--- src/rtl/bms_pkg.sv ---
package bms_pkg;

    localparam int SONG_DEPTH = 1024;
    localparam int SONG_AW    = $clog2(SONG_DEPTH);
    localparam int ADDR_W     = 10;
    localparam int CMD_W      = 3;
    localparam longint unsigned CLOCK_HZ = 64'd8000000;

    typedef enum logic [CMD_W-1:0] {
        CMD_LOAD    = 3'd0,
        CMD_START   = 3'd1,
        CMD_TICK    = 3'd2,
        CMD_SILENCE = 3'd3,
        CMD_CLICK   = 3'd4
    } t_cmd;

    // low nibble codes of a song byte
    localparam logic [3:0] CODE_END       = 4'hF;
    localparam logic [3:0] CODE_EXTEND    = 4'hE;
    localparam logic [3:0] CODE_PAUSE     = 4'hD;
    localparam logic [3:0] CODE_ALT_PAUSE = 4'hC;

    typedef struct packed {
        logic [CMD_W-1:0]  cmd;
        logic [ADDR_W-1:0] address;
        logic [7:0]        data;
    } t_in_item;

    typedef struct packed {
        logic        playing;
        logic        tone_on;
        logic [15:0] compare_value;
        logic        pin_level;
    } t_out_item;

    typedef struct packed {
        logic        running;
        logic [3:0]  remaining;
        logic        tone;
        logic [15:0] divider;
        logic        level;
    } t_state;

    function automatic logic [15:0] sat16(input longint unsigned q);
        logic [15:0] r;
        r = (q > 64'd65535) ? 16'hFFFF : q[15:0];
        return r;
    endfunction

    // divider = 4*f_clk / (f + 0.5), frequencies in centihertz
    localparam logic [15:0] NOTE_DIV [12] = '{
        sat16(CLOCK_HZ * 64'd400 / (64'd52325 + 64'd50)),
        sat16(CLOCK_HZ * 64'd400 / (64'd55437 + 64'd50)),
        sat16(CLOCK_HZ * 64'd400 / (64'd58733 + 64'd50)),
        sat16(CLOCK_HZ * 64'd400 / (64'd62225 + 64'd50)),
        sat16(CLOCK_HZ * 64'd400 / (64'd65925 + 64'd50)),
        sat16(CLOCK_HZ * 64'd400 / (64'd69846 + 64'd50)),
        sat16(CLOCK_HZ * 64'd400 / (64'd73999 + 64'd50)),
        sat16(CLOCK_HZ * 64'd400 / (64'd78399 + 64'd50)),
        sat16(CLOCK_HZ * 64'd400 / (64'd83061 + 64'd50)),
        sat16(CLOCK_HZ * 64'd400 / (64'd88000 + 64'd50)),
        sat16(CLOCK_HZ * 64'd400 / (64'd93233 + 64'd50)),
        sat16(CLOCK_HZ * 64'd400 / (64'd98777 + 64'd50))
    };

    function automatic logic [15:0] note_divider(input logic [3:0] note);
        logic [15:0] r;
        r = (note < 4'd12) ? NOTE_DIV[note] : 16'd0;
        return r;
    endfunction

endpackage

--- src/rtl/bms_decode.sv ---
module bms_decode (
    input  logic [bms_pkg::CMD_W-1:0] i_cmd,
    input  logic [7:0]                i_byte,
    input  bms_pkg::t_state           i_cur,
    output bms_pkg::t_state           o_nxt,
    output logic                      o_adv
);

    logic           adv;
    logic [3:0]     code;
    bms_pkg::t_state nxt;
    bms_pkg::t_state dec;

    assign code = i_byte[3:0];

    // song byte decode, applied when the song moves to a new byte
    always_comb begin
        dec         = i_cur;
        dec.running = 1'b1;
        case (code) inside
            bms_pkg::CODE_END: begin
                dec.tone      = 1'b0;
                dec.level     = 1'b0;
                dec.running   = 1'b0;
                dec.remaining = 4'd0;
            end
            bms_pkg::CODE_EXTEND: begin
                dec.remaining = i_byte[7:4];
            end
            bms_pkg::CODE_PAUSE, bms_pkg::CODE_ALT_PAUSE: begin
                dec.tone      = 1'b0;
                dec.level     = 1'b0;
                dec.remaining = i_byte[7:4];
            end
            default: begin
                dec.level     = 1'b0;
                dec.tone      = 1'b1;
                dec.divider   = bms_pkg::note_divider(code) >> i_byte[7:6];
                dec.remaining = {2'b00, i_byte[5:4]};
            end
        endcase
    end

    always_comb begin
        nxt = i_cur;
        adv = 1'b0;
        unique case (i_cmd)
            bms_pkg::CMD_START: begin
                nxt = dec;
                adv = 1'b1;
            end
            bms_pkg::CMD_TICK: begin
                if (i_cur.running) begin
                    if (i_cur.remaining != 4'd0) begin
                        nxt.remaining = i_cur.remaining - 4'd1;
                    end else begin
                        nxt = dec;
                        adv = 1'b1;
                    end
                end
            end
            bms_pkg::CMD_SILENCE: begin
                nxt.tone  = 1'b0;
                nxt.level = 1'b0;
            end
            bms_pkg::CMD_CLICK: begin
                nxt.tone  = 1'b0;
                nxt.level = 1'b1;
            end
            default: begin
                nxt = i_cur;
            end
        endcase
    end

    assign o_nxt = nxt;
    assign o_adv = adv;

endmodule

--- config.mk ---
export PLATFORM = sky130hd
export DESIGN_NAME = bms_decode
export DESIGN_NICKNAME = d
export VERILOG_FILES = /design/src/rtl/bms_pkg.sv /design/src/rtl/bms_decode.sv
export SDC_FILE = /design/constraint.sdc
export NUM_CORES = 1
export LEC_CHECK = 0
export ABC_CLOCK_PERIOD_IN_PS = 4300
export BUFFER_PORTS_ARGS = -buffer_cell sky130_fd_sc_hd__buf_2
export CAP_MARGIN = 10
export CORE_UTILIZATION = 57
export DETAILED_ROUTE_END_ITERATION = 8
export PLACE_DENSITY = 0.95
export SYNTH_ARGS = -nofsm -noshare
export SYNTH_HDL_FRONTEND = slang
export SYNTH_SLANG_ARGS = --single-unit
--- constraint.sdc ---
create_clock -name vclk -period 4.3
set_input_delay 0.86 -clock vclk [all_inputs]
set_output_delay 0.86 -clock vclk [all_outputs]
set_load 0.01 [all_outputs]
==> results list, run 1 <==
- The floorplan step defined a core boundary enclosing 0.002500 mm².
- Antenna Cells: 0
- The count of endpoints failing hold in the final timing report came to 0.
- Max-slew headroom: 0.5672
* Power after layout: 0.1950 mW
- Seq/Total Area, Yosys: 0
* Clock tree buffer count of the final layout: 0
* Area of the mapped netlist: 0.001523 mm²
- In the routed design, unresolved DRC markers number 0.
* Yosys warnings: 0
- Vias per Instance: 6.901
- For this design the ratio of total power to cell area is 111.7 mW/mm².
- Of the total power, the share spent switching nets is 0.6075.
- For this run, the total global-route usage over all layers was measured as 0.3328.
- The path with the worst hold slack has its endpoint at o_nxt[12].
- The synthesized netlist contains 60 unique library cells.
* Crit. End Element: output port
- The worst hold path begins at i_cur[12].
- The share of total power dissipated in the clock network is 0.
- Of the total power, registers draw 0.
- The first global-routing pass estimated 7.314 mm of wire.
* Transition time at the pin with the least slew margin: 0.6328 ns
- Fin crit period: 3.837 ns
* Number of antenna violations at the first check in global routing: 0
- From synthesis to final layout, the design area changed by 14.63%.
- Data arrives at the worst endpoint at 2.98 ns.
- Maximum net fanout on the critical path: 11
* Average footprint of a synthesized cell: 6.425 µm²
* Leakage power of the design: 0.6922 nW
- Hold-fix buffers at CTS: 0
- Full die area: 0.002882 mm²
* Class of the tightest hold or removal check: primary input to output port
- In the final layout, flip-flops and latches occupy 0 µm².
* Placer congestion estimate: 0.9237
* Cell row count: 18
- Run status: finished, final reports clean
* Max-cap violations: 0
- In the synthesized netlist, the number of instances is 237.
- Before antenna repair, the detailed router went through 5 iterations.
- Number of cells traversed by the worst hold path: 3
* Post-route clock period utilization: 0.8924
- Summed over all layers, the global routing overflow is 0.
- Total number of vias: 2098
- Final Slew Violations: 0
- WL final: 4.808 mm
- Data on the critical path is required at its endpoint by 3.44 ns.
- Input/output buffers: 58
- Entering global routing, the biggest net connects 35 pins.
- The HPWL after detailed placement is 3.660 mm.
- DIE HEIGHT: 53.69 µm
* Sum Neg Setup Slack: 0 ns
* Proportion of layout cells with a drive suffix above 1: 0.2664
- Dividing the detail-routed wire length by the instance count gives 15.82 µm.
- Switching power of the nets: 0.1185 mW
- The number of global-route vias before repair is 1562.
- Of the total power, combinational logic draws 1.000.
- Setup repair after global routing left no endpoint under its margin.
- Chip width: 53.69 µm
* Number of buffers added for setup after CTS: 0
- Starting density of the core: 0.6091
- Iteration-0 DRC Markers: 167
- Cell internal power was estimated by the tool at 0.07653 mW.
- Setup violations remaining at the end of the flow were counted as 0.
- Number of nets with antenna violations after routing: 0
* Number of top-level design ports: 58
- VDD sags by at most 0.07914 mV.
- In the final design database the tool counted 318 nets.
- Based on the critical path, the design can be clocked at up to 0.2606 GHz.
* Number of sequential cells in the layout: 0
- When the netlist entered floorplanning its net count stood at 279.
* WS Path Type: primary input to output port
- Critical path launch point type: primary input
- In this run, post-CTS repair resized a total of 0 instances.
## worst max-delay path, stage by stage
cell and delay, ns:
sky130_fd_sc_hd__buf_2 0.19, sky130_fd_sc_hd__inv_1 0.15, sky130_fd_sc_hd__ha_1 0.32, sky130_fd_sc_hd__nor4_2 0.40, sky130_fd_sc_hd__o21bai_1 0.26, sky130_fd_sc_hd__nor2_2 0.29
sky130_fd_sc_hd__mux2_2 0.36, sky130_fd_sc_hd__buf_2 0.13
## how the worst max path moves through the flow
stage / endpoint / from / slack (ns) / cells past startpoint
after floorplan: o_nxt[2] / i_byte[0] / 1.09 / 7
after global placement: o_nxt[14] / i_byte[0] / 0.61 / 8
after detailed placement: o_nxt[14] / i_byte[0] / 0.50 / 8
after CTS: o_nxt[14] / i_byte[0] / 0.51 / 8
after global routing: o_nxt[14] / i_byte[0] / 0.29 / 8
final: o_nxt[14] / i_byte[0] / 0.46 / 8
## power groups by stage
stage               registers, mW  logic, mW  clock network (mW)
global route                    0      0.213                   0
global placement                0      0.184                   0
CTS                             0      0.190                   0
floorplan                       0      0.133                   0
detailed placement              0      0.189                   0
finish                          0      0.195                   0
## cell families (layout without fill, tap and decap cells)
| kind of cell | after synthesis | after routing | synth area share |
|---|---|---|---|
| AOI/OAI and AO/OA | 112 | 112 | 0.4955 |
| xor gates and xnor gates | 1 | 1 | 0.005753 |
| adders and majority gates | 8 | 8 | 0.06574 |
| buffers and inverters | 33 | 70 | 0.09860 |
| muxes | 4 | 4 | 0.02876 |
| and+or+nand+nor | 79 | 79 | 0.3057 |
## cells in the final DEF (no fill, tap or decap), types with 4 or more instances in the layout
cell and instances:
sky130_fd_sc_hd__o31ai_1 5, sky130_fd_sc_hd__a31oi_1 8, sky130_fd_sc_hd__o221ai_1 8, sky130_fd_sc_hd__nor2_1 10, sky130_fd_sc_hd__nand2_1 13, sky130_fd_sc_hd__nand2b_1 13
sky130_fd_sc_hd__a211oi_1 9, sky130_fd_sc_hd__or2_2 4, sky130_fd_sc_hd__o21ai_0 25, sky130_fd_sc_hd__a21oi_1 21, sky130_fd_sc_hd__nor3_1 11, sky130_fd_sc_hd__buf_2 58
sky130_fd_sc_hd__nand3_1 4, sky130_fd_sc_hd__o21a_1 6, sky130_fd_sc_hd__inv_1 12, sky130_fd_sc_hd__ha_1 8
## stage by stage
stage | cell area (µm²) | cells | setup slack [ns] | hold slack (ns) | util
2_1_floorplan | 1523 | 237 | 1.094 | 1.861 | -
3_3_place_gp | 1745 | 304 | 0.6119 | 2.010 | 0.6982
3_5_place_dp | 1745 | 304 | 0.4970 | 2.018 | 0.6982
4_1_cts | 1745 | 304 | 0.5101 | 2.019 | 0.6982
5_1_grt | 1745 | 304 | 0.2948 | 2.060 | 0.6982
6_report | 1745 | 304 | 0.4627 | 2.025 | 0.6982
## synthesized netlist by cell type (2+ instances only)
cell	count	area [µm²]
sky130_fd_sc_hd__o21ai_0	25	125.1
sky130_fd_sc_hd__a21oi_1	21	105.1
sky130_fd_sc_hd__nand2_1	13	48.80
sky130_fd_sc_hd__nand2b_1	13	81.33
sky130_fd_sc_hd__inv_1	12	45.04
sky130_fd_sc_hd__clkbuf_1	11	41.29
sky130_fd_sc_hd__nor3_1	11	55.05
sky130_fd_sc_hd__nor2_1	10	37.54
sky130_fd_sc_hd__a211oi_1	9	67.56
sky130_fd_sc_hd__a31oi_1	8	50.05
sky130_fd_sc_hd__ha_1	8	100.1
sky130_fd_sc_hd__o221ai_1	8	70.07
sky130_fd_sc_hd__buf_2	6	30.03
sky130_fd_sc_hd__o21a_1	6	45.04
sky130_fd_sc_hd__o31ai_1	5	37.54
sky130_fd_sc_hd__nand3_1	4	20.02
sky130_fd_sc_hd__or2_2	4	25.02
sky130_fd_sc_hd__mux2_2	3	33.78
sky130_fd_sc_hd__nand4_1	3	18.77
sky130_fd_sc_hd__nor2b_1	3	18.77
sky130_fd_sc_hd__nor4_1	3	18.77
sky130_fd_sc_hd__o211ai_1	3	22.52
sky130_fd_sc_hd__a22oi_1	2	15.01
sky130_fd_sc_hd__a311oi_1	2	17.52
sky130_fd_sc_hd__a32oi_1	2	17.52
sky130_fd_sc_hd__a41oi_1	2	17.52
sky130_fd_sc_hd__and2_1	2	12.51
sky130_fd_sc_hd__buf_6	2	22.52
sky130_fd_sc_hd__nand3b_1	2	15.01
sky130_fd_sc_hd__nand4b_1	2	17.52
sky130_fd_sc_hd__o21bai_1	2	15.01
sky130_fd_sc_hd__or3b_2	2	17.52
## layout make-up
class                           count  area [µm²]
Fill cell                         231       754.5
Tap cell                           30       37.54
Inverter                           12       45.04
Timing Repair Buffer               58       290.3
Multi-Input combinational cell    204        1373
## routing by layer
metal,track usage,routed length [µm]
met1,0.5000,2037
met2,0.5062,2152
met3,0.01977,507
met4,0.07456,110
met5,0,0
Power figures use the tool's default switching activity.
==> inputs of run 2 (changes only) <==
--- a/config.mk
+++ b/config.mk
@@ -10,6 +10,7 @@
 export CAP_MARGIN = 10
 export CORE_UTILIZATION = 57
 export DETAILED_ROUTE_END_ITERATION = 8
+export MAX_ROUTING_LAYER = met4
 export PLACE_DENSITY = 0.95
 export SYNTH_ARGS = -nofsm -noshare
 export SYNTH_HDL_FRONTEND = slang
==> run 2 against run 1 <==
- die area stayed put
- first-iteration DRC count decreased by 19%
- sequential share of layout area did not move
- critical path depth unchanged
- worst hold slack got worse by 0.0064 ns
- count of clock-buffer cells in the layout stayed put
- power is 1.3% lower
- critical path type unchanged
==> results list, run 2 (same netlist as run 1, synthesis figures left out) <==
* Run status: finished, final reports clean
- Largest delay share family, worst path: simple AND/OR/NAND/NOR gates
* WL met3: 519 µm (+2.4%)
- Sequential Area: 0 µm² (unchanged)
- STA classifies the critical path endpoint as an output port.
* HPWL Detailed: 3.531 mm (-3.5%)
- Crit path max-delay cell type: sky130_fd_sc_hd__nor4_2
* Maximum net fanout on the critical path: 11 (unchanged)
- The cell that appears most often on the critical path is sky130_fd_sc_hd__buf_2.
* Fin crit period: 3.810 ns (-0.02755 ns)
- The highest cell delay on the worst timing path was 0.42 ns (+0.02 ns).
- The row count is 18 (unchanged).
- Peak supply drop: 0.07138 mV (-9.8%)
- The remaining global-route overflow was 0 (unchanged).
- The path with the worst hold slack has its endpoint at o_nxt[12].
- The average detailed-routed wire length per instance is 15.07 µm (-4.7%).
* Uppermost signal routing layer after detailed routing: met3
* Number of top-level design ports: 58 (unchanged)
- Max-slew headroom: 0.5836 (+0.01634)
- Placement-stage cell area: 0.001745 mm² (unchanged)
* Sum Neg Setup Slack: 0 ns (unchanged)
- Number of antenna violations at the first check in global routing: 0 (unchanged)
- The maximum number of pins on one net before global-route repair was 35 (unchanged).
- The total core area came to 0.002500 mm² (unchanged).
- The leakage power was 0.6922 nW (unchanged).
- Most frequent cells in the layout: 58 x sky130_fd_sc_hd__buf_2, 25 x sky130_fd_sc_hd__o21ai_0, 21 x sky130_fd_sc_hd__a21oi_1
- The effective utilization at floorplan came to 0.6091 (unchanged).
* Final Hold Slack: 2.018 ns (-0.006450 ns)
* Number of cells traversed by the worst hold path: 3 (unchanged)
* Placer congestion estimate: 0.9350 (+1.2%)
* Summed area of non-filler cells in the final layout: 0.001745 mm² (unchanged)
* Critical path launch point type: primary input
- Full die area: 0.002882 mm² (unchanged)
* Multi-input gate area: 0.001373 mm² (unchanged)
* Post-layout net count: 318 (unchanged)
- Final Slew Violations: 0 (unchanged)
- Number of iterations in the first detailed-routing pass: 4 (-1)
- Setup repair after global routing missed its margin: false
- Total number of vias: 2039 (-2.8%)
- Critical path data arrival time: 2.95 ns (-0.03 ns)
- The number of DRC markers in iteration 0 was 136 (-19%).
- The ratio of cells with drive above 1 in the final layout is 0.2664 (unchanged).
- Antenna Cells: 0 (unchanged)
- WS Path Type: primary input to output port
* Vias per Instance: 6.707 (-2.8%)
- First-pass GRT wire length: 6.989 mm (-4.4%)
* Final setup violation count: 0 (unchanged)
- Input/output buffers: 58 (unchanged)
* Hold Crit Start: i_cur[12]
* Number of nets with antenna violations after routing: 0 (unchanged)
* Chip width: 53.69 µm (unchanged)
- The DRC violation count after routing came to 0 (unchanged).
- The worst hold path belongs to the class primary input to output port.
- The area overhead of the layout relative to synthesis came to 14.63% (unchanged).
* Critical Path, Cell by Cell: buf_2 > inv_1 > ha_1 > nor4_2 > o21bai_1 > nor2_2 > mux2_2 > buf_2
* Leading cell type in the layout, fill and taps excluded: sky130_fd_sc_hd__buf_2
* Count of buffer and inverter cells on the critical path: 3 (unchanged)
* Number of global-route vias before repair: 1523 (-2.5%)
- Post-CTS Resized: 0 (unchanged)
- The length of routed wiring on met1 came to 2.027 mm (-0.49%).
- GR Util All Layers: 0.3268 (-0.005990)
- Hold-fix buffers at CTS: 0 (unchanged)
- Highest clock rate: 0.2625 GHz (+0.72%)
* Max-cap violations: 0 (unchanged)
- The count of fill cells added during filler insertion is 235 (+1.7%).
- The length of routed met2 wiring came to 2.035 mm (-5.4%).
* Number of hold violations in the final report: 0 (unchanged)
* WL final: 4.582 mm (-4.7%)
- Number of buffers added for setup after CTS: 0 (unchanged)
- The slew of the pin with the lowest slew margin is 0.6231 ns (-0.009714 ns).
- Clock tree buffer count of the final layout: 0 (unchanged)
- The number of sequential cells in the layout came to 0 (unchanged).
- The power per cell area came to 110.3 mW/mm² (-1.3%).
- Required time at the worst-slack endpoint: 3.44 ns (about the same)
* DIE HEIGHT: 53.69 µm (unchanged)
- The part of the cycle the worst path needs is 0.8860 (-0.006408).
-- run 2: cell counts in the layout (fill, tap and decap cells not counted) --
Identical to the previous run, type by type.
-- run 2: routing by layer --
layer,vias to the layer above,global-route usage
li1,1007,-
met1,919,0.4818
met2,113,0.4897
met3,0,0.03672
met4,0,0.01754
met5,-,-
-- run 2: how the worst max path moves through the flow --
stage	start	end	slack, ns	cells after the start
global placement	i_byte[0]	o_nxt[14]	0.61	8
global route	i_byte[0]	o_nxt[14]	0.31	8
floorplan	i_byte[0]	o_nxt[2]	1.09	7
finish	i_byte[0]	o_nxt[14]	0.49	8
CTS	i_byte[0]	o_nxt[14]	0.52	8
detailed placement	i_byte[0]	o_nxt[14]	0.52	8
-- run 2: cell type report --
cell class                      instances  area share
Multi-Input combinational cell        204      0.7864
Timing Repair Buffer                   58      0.1663
Tap cell                               30     0.02151
Inverter                               12     0.02581
-- run 2: through the flow --
stage	util	total power [mW]	setup WS (ns)	cells
5_1_grt	0.6982	0.2116	0.3096	304
3_5_place_dp	0.6982	0.1876	0.5219	304
4_1_cts	0.6982	0.1884	0.5247	304
2_1_floorplan	-	0.1331	1.094	237
3_3_place_gp	0.6982	0.1845	0.6090	304
6_report	0.6982	0.1925	0.4902	304
-- run 2: power breakdown --
group | internal, mW | total (mW) | leakage, nW | switching, mW
Combinational | 0.0765 | 0.192 | 0.692 | 0.116
Sequential | 0 | 0 | 0 | 0
Clock | 0 | 0 | 0 | 0
-- run 2: tightest hold or removal path: cells and delay by family --
kind            cells  cell delay, ns
buf+inv             2            0.21
compound gates      1            0.09
==> inputs of run 3 (changes only) <==
--- a/config.mk
+++ b/config.mk
@@ -5,13 +5,14 @@
 export SDC_FILE = /design/constraint.sdc
 export NUM_CORES = 1
 export LEC_CHECK = 0
-export ABC_CLOCK_PERIOD_IN_PS = 4300
+export ABC_CLOCK_PERIOD_IN_PS = 3550
 export BUFFER_PORTS_ARGS = -buffer_cell sky130_fd_sc_hd__buf_2
 export CAP_MARGIN = 10
-export CORE_UTILIZATION = 57
+export CORE_UTILIZATION = 53
 export DETAILED_ROUTE_END_ITERATION = 8
 export MAX_ROUTING_LAYER = met4
-export PLACE_DENSITY = 0.95
+export PLACE_DENSITY = 0.9
 export SYNTH_ARGS = -nofsm -noshare
 export SYNTH_HDL_FRONTEND = slang
 export SYNTH_SLANG_ARGS = --single-unit
+export TNS_END_PERCENT = 50
==> constraint.sdc (replaced) <==
create_clock -name vclk -period 3.55
set_input_delay 0.71 -clock vclk [all_inputs]
set_output_delay 0.71 -clock vclk [all_outputs]
set_load 0.01 [all_outputs]
==> run 3 against run 2 <==
- the run now ends with DRC left
- non-clock buffer count increased by 4
- worst setup slack got worse by 0.28 ns
- flip-flop and latch count stayed put
- critical path depth is the same
- global-route usage shrank 2.3 points
- via count decreased by 0.93%
- wire length rose by 3.4%
- power grew 24%
- count of clock-buffer cells in the layout unchanged
- combinational power increased by 24%
- critical endpoint is now o_nxt[2]
- highest routed layer is now met4
==> results list, run 3 (same netlist as run 1, synthesis figures left out) <==
* Final Worst Setup Slack: 0.2142 ns (-0.2761 ns)
* Max-cap violations: 0 (unchanged)
* Areal power density over the cells: 133.9 mW/mm² (+21%)
* Number of top-level design ports: 58 (unchanged)
- The worst path required time came to 2.84 ns (-0.60 ns).
- WL final: 4.740 mm (+3.4%)
- Leakage power of the design: 0.7129 nW (+3.0%)
- Number of buffers added for setup after CTS: 0 (unchanged)
- Number of antenna violations at the first check in global routing: 0 (unchanged)
* Sum Neg Setup Slack: 0 ns (unchanged)
* Proportion of layout cells with a drive suffix above 1: 0.2806 (+0.01415)
* Max incr delay on CP: 0.34 ns (-0.08 ns)
* Largest net degree at the start of global routing: 35 (unchanged)
* First-pass GRT wire length: 7.741 mm (+11%)
* Vias per Instance: 6.537 (-2.5%)
- The slowest stage of the critical path is the sky130_fd_sc_hd__nor4_4 cell.
* GR Util All Layers: 0.3035 (-0.02324)
- Antenna Cells: 0 (unchanged)
* Count of buffer and inverter cells on the critical path: 3 (unchanged)
- Cell row count: 19 (+1)
- Starting density of the core: 0.5570 (-0.05213)
* Sequential Area: 0 µm² (unchanged)
* Violated checks: DRC
- Setup repair after global routing missed its margin: false
* Total overflow reported by the global router: 0 (unchanged)
- Clock tree buffer count of the final layout: 0 (unchanged)
- The final net count was 322 (+1.3%).
- DRC violations left: 2 (+2)
* Iteration-0 DRC Markers: 123 (-9.6%)
- Transition time at the pin with the least slew margin: 0.5813 ns (-0.04184 ns)
- The count of endpoints failing setup in the final report came to 0 (unchanged).
- The max-slew headroom at the worst pin is 0.6115 (+0.02796).
* WS Path Type: primary input to output port
- DR WL/cell: 15.34 µm (+1.8%)
- Critical Path, Cell by Cell: buf_2 > inv_1 > ha_1 > nor4_4 > o21ba_2 > nand2_1 > o31ai_1 > buf_2
* Number of sequential cells in the layout: 0 (unchanged)
* Total number of vias: 2020 (-0.93%)
- The count of endpoints failing hold in the final timing report is 0 (unchanged).
- Dividing the final minimum period by the clock period gives 0.9397.
* Fin crit period: 3.336 ns
- The number of global-route vias before repair is 1685 (+11%).
- Crit. End Element: output port
* Class of the tightest hold or removal check: primary input to output port
* Summed area of non-filler cells in the final layout: 0.001788 mm² (+2.4%)
* Input/output buffers: 58 (unchanged)
* Crit-path most repeated cell: sky130_fd_sc_hd__buf_2
* Number of iterations in the first detailed-routing pass: 7 (+3)
- The area of the multi-input gates is 0.001384 mm² (+0.82%).
- Most frequent cells in the layout: 58 x sky130_fd_sc_hd__buf_2, 24 x sky130_fd_sc_hd__o21ai_0, 21 x sky130_fd_sc_hd__a21oi_1
* Final Slew Violations: 0 (unchanged)
- The largest fanout on the critical path is 11 (unchanged).
- Number of nets with antenna violations after routing: 0 (unchanged)
- DIE HEIGHT: 55.60 µm (+3.6%)
* Largest delay share family, worst path: compound AO/OA/AOI/OAI gates
- STA classifies the critical path startpoint as a primary input.
- Fill cells: 261 (+11%)
- Growth of design area from synthesis to finish: 17.42%
- Placer congestion estimate: 1.019 (+8.9%)
- The post-placement cell area came to 0.001777 mm² (+1.8%).
- Leaving out fill and tap cells, the most frequent cell in the layout is sky130_fd_sc_hd__buf_2.
- The run finished, with violations left.
* Full die area: 0.003091 mm² (+7.3%)
- Hold-fix buffers at CTS: 0 (unchanged)
- Chip width: 55.60 µm (+3.6%)
- Peak supply drop: 0.09469 mV (+33%)
- Core area: 0.002734 mm² (+9.4%)
- HPWL Detailed: 3.645 mm (+3.2%)
* Critical path data arrival time: 2.63 ns (-0.32 ns)
* Post-Place Setup Slack: 0.1815 ns (-0.3404 ns)
* Highest clock rate: 0.2998 GHz
-- run 3: cell types whose count changed in the layout (fill, tap and decap cells not counted) --
cell	delta
sky130_fd_sc_hd__nor4_2	-1
sky130_fd_sc_hd__o21ai_1	+1
sky130_fd_sc_hd__buf_4	+4
sky130_fd_sc_hd__ha_1	-1
sky130_fd_sc_hd__ha_2	+1
sky130_fd_sc_hd__o21ai_0	-1
sky130_fd_sc_hd__nor4_4	+1
-- run 3: what timing repair did --
action                                  in CTS  in global routing
gates resized for setup                      0                  3
endpoints found under the setup margin       0                  2
endpoints found under the hold margin        0                  0
-- run 3: final timing paths --
check / startpoint / end / slack (ns) / depth (start not counted)
worst max-delay path: i_byte[0] / o_nxt[2] / 0.21 / 8
worst min-delay path: i_cur[14] / o_nxt[14] / 1.74 / 3
-- run 3: stage by stage --
| step | total power, mW | instances | util | hold slack (ns) |
|---|---|---|---|---|
| 5_1_grt | 0.2616 | 309 | 0.6540 | 1.755 |
| 6_report | 0.2395 | 309 | 0.6540 | 1.737 |
| 3_3_place_gp | 0.2273 | 309 | 0.6499 | 1.709 |
| 4_1_cts | 0.2322 | 309 | 0.6499 | 1.737 |
| 3_5_place_dp | 0.2317 | 309 | 0.6499 | 1.737 |
| 2_1_floorplan | 0.1612 | 237 | - | 1.561 |
-- run 3: layout make-up --
cell class | count | area share
Inverter | 12 | 0.02519
Multi-Input combinational cell | 204 | 0.7740
Tap cell | 31 | 0.02169
Timing Repair Buffer | 62 | 0.1791
-- run 3: metal layers --
metal  share of wire  up-vias  global-route usage
li1                -     1014                   -
met1            0.47      917              0.4449
met2            0.46       85              0.4647
met3           0.070        4             0.03488
met4          0.0038        0             0.02857
met5               0        -                   -
-- run 3: power breakdown --
group / internal (mW) / total (mW) / leakage, nW / switching, mW
registers: 0 / 0 / 0 / 0
clock network: 0 / 0 / 0 / 0
logic: 0.0971 / 0.239 / 0.713 / 0.142
total: 0.0971 / 0.239 / 0.713 / 0.142
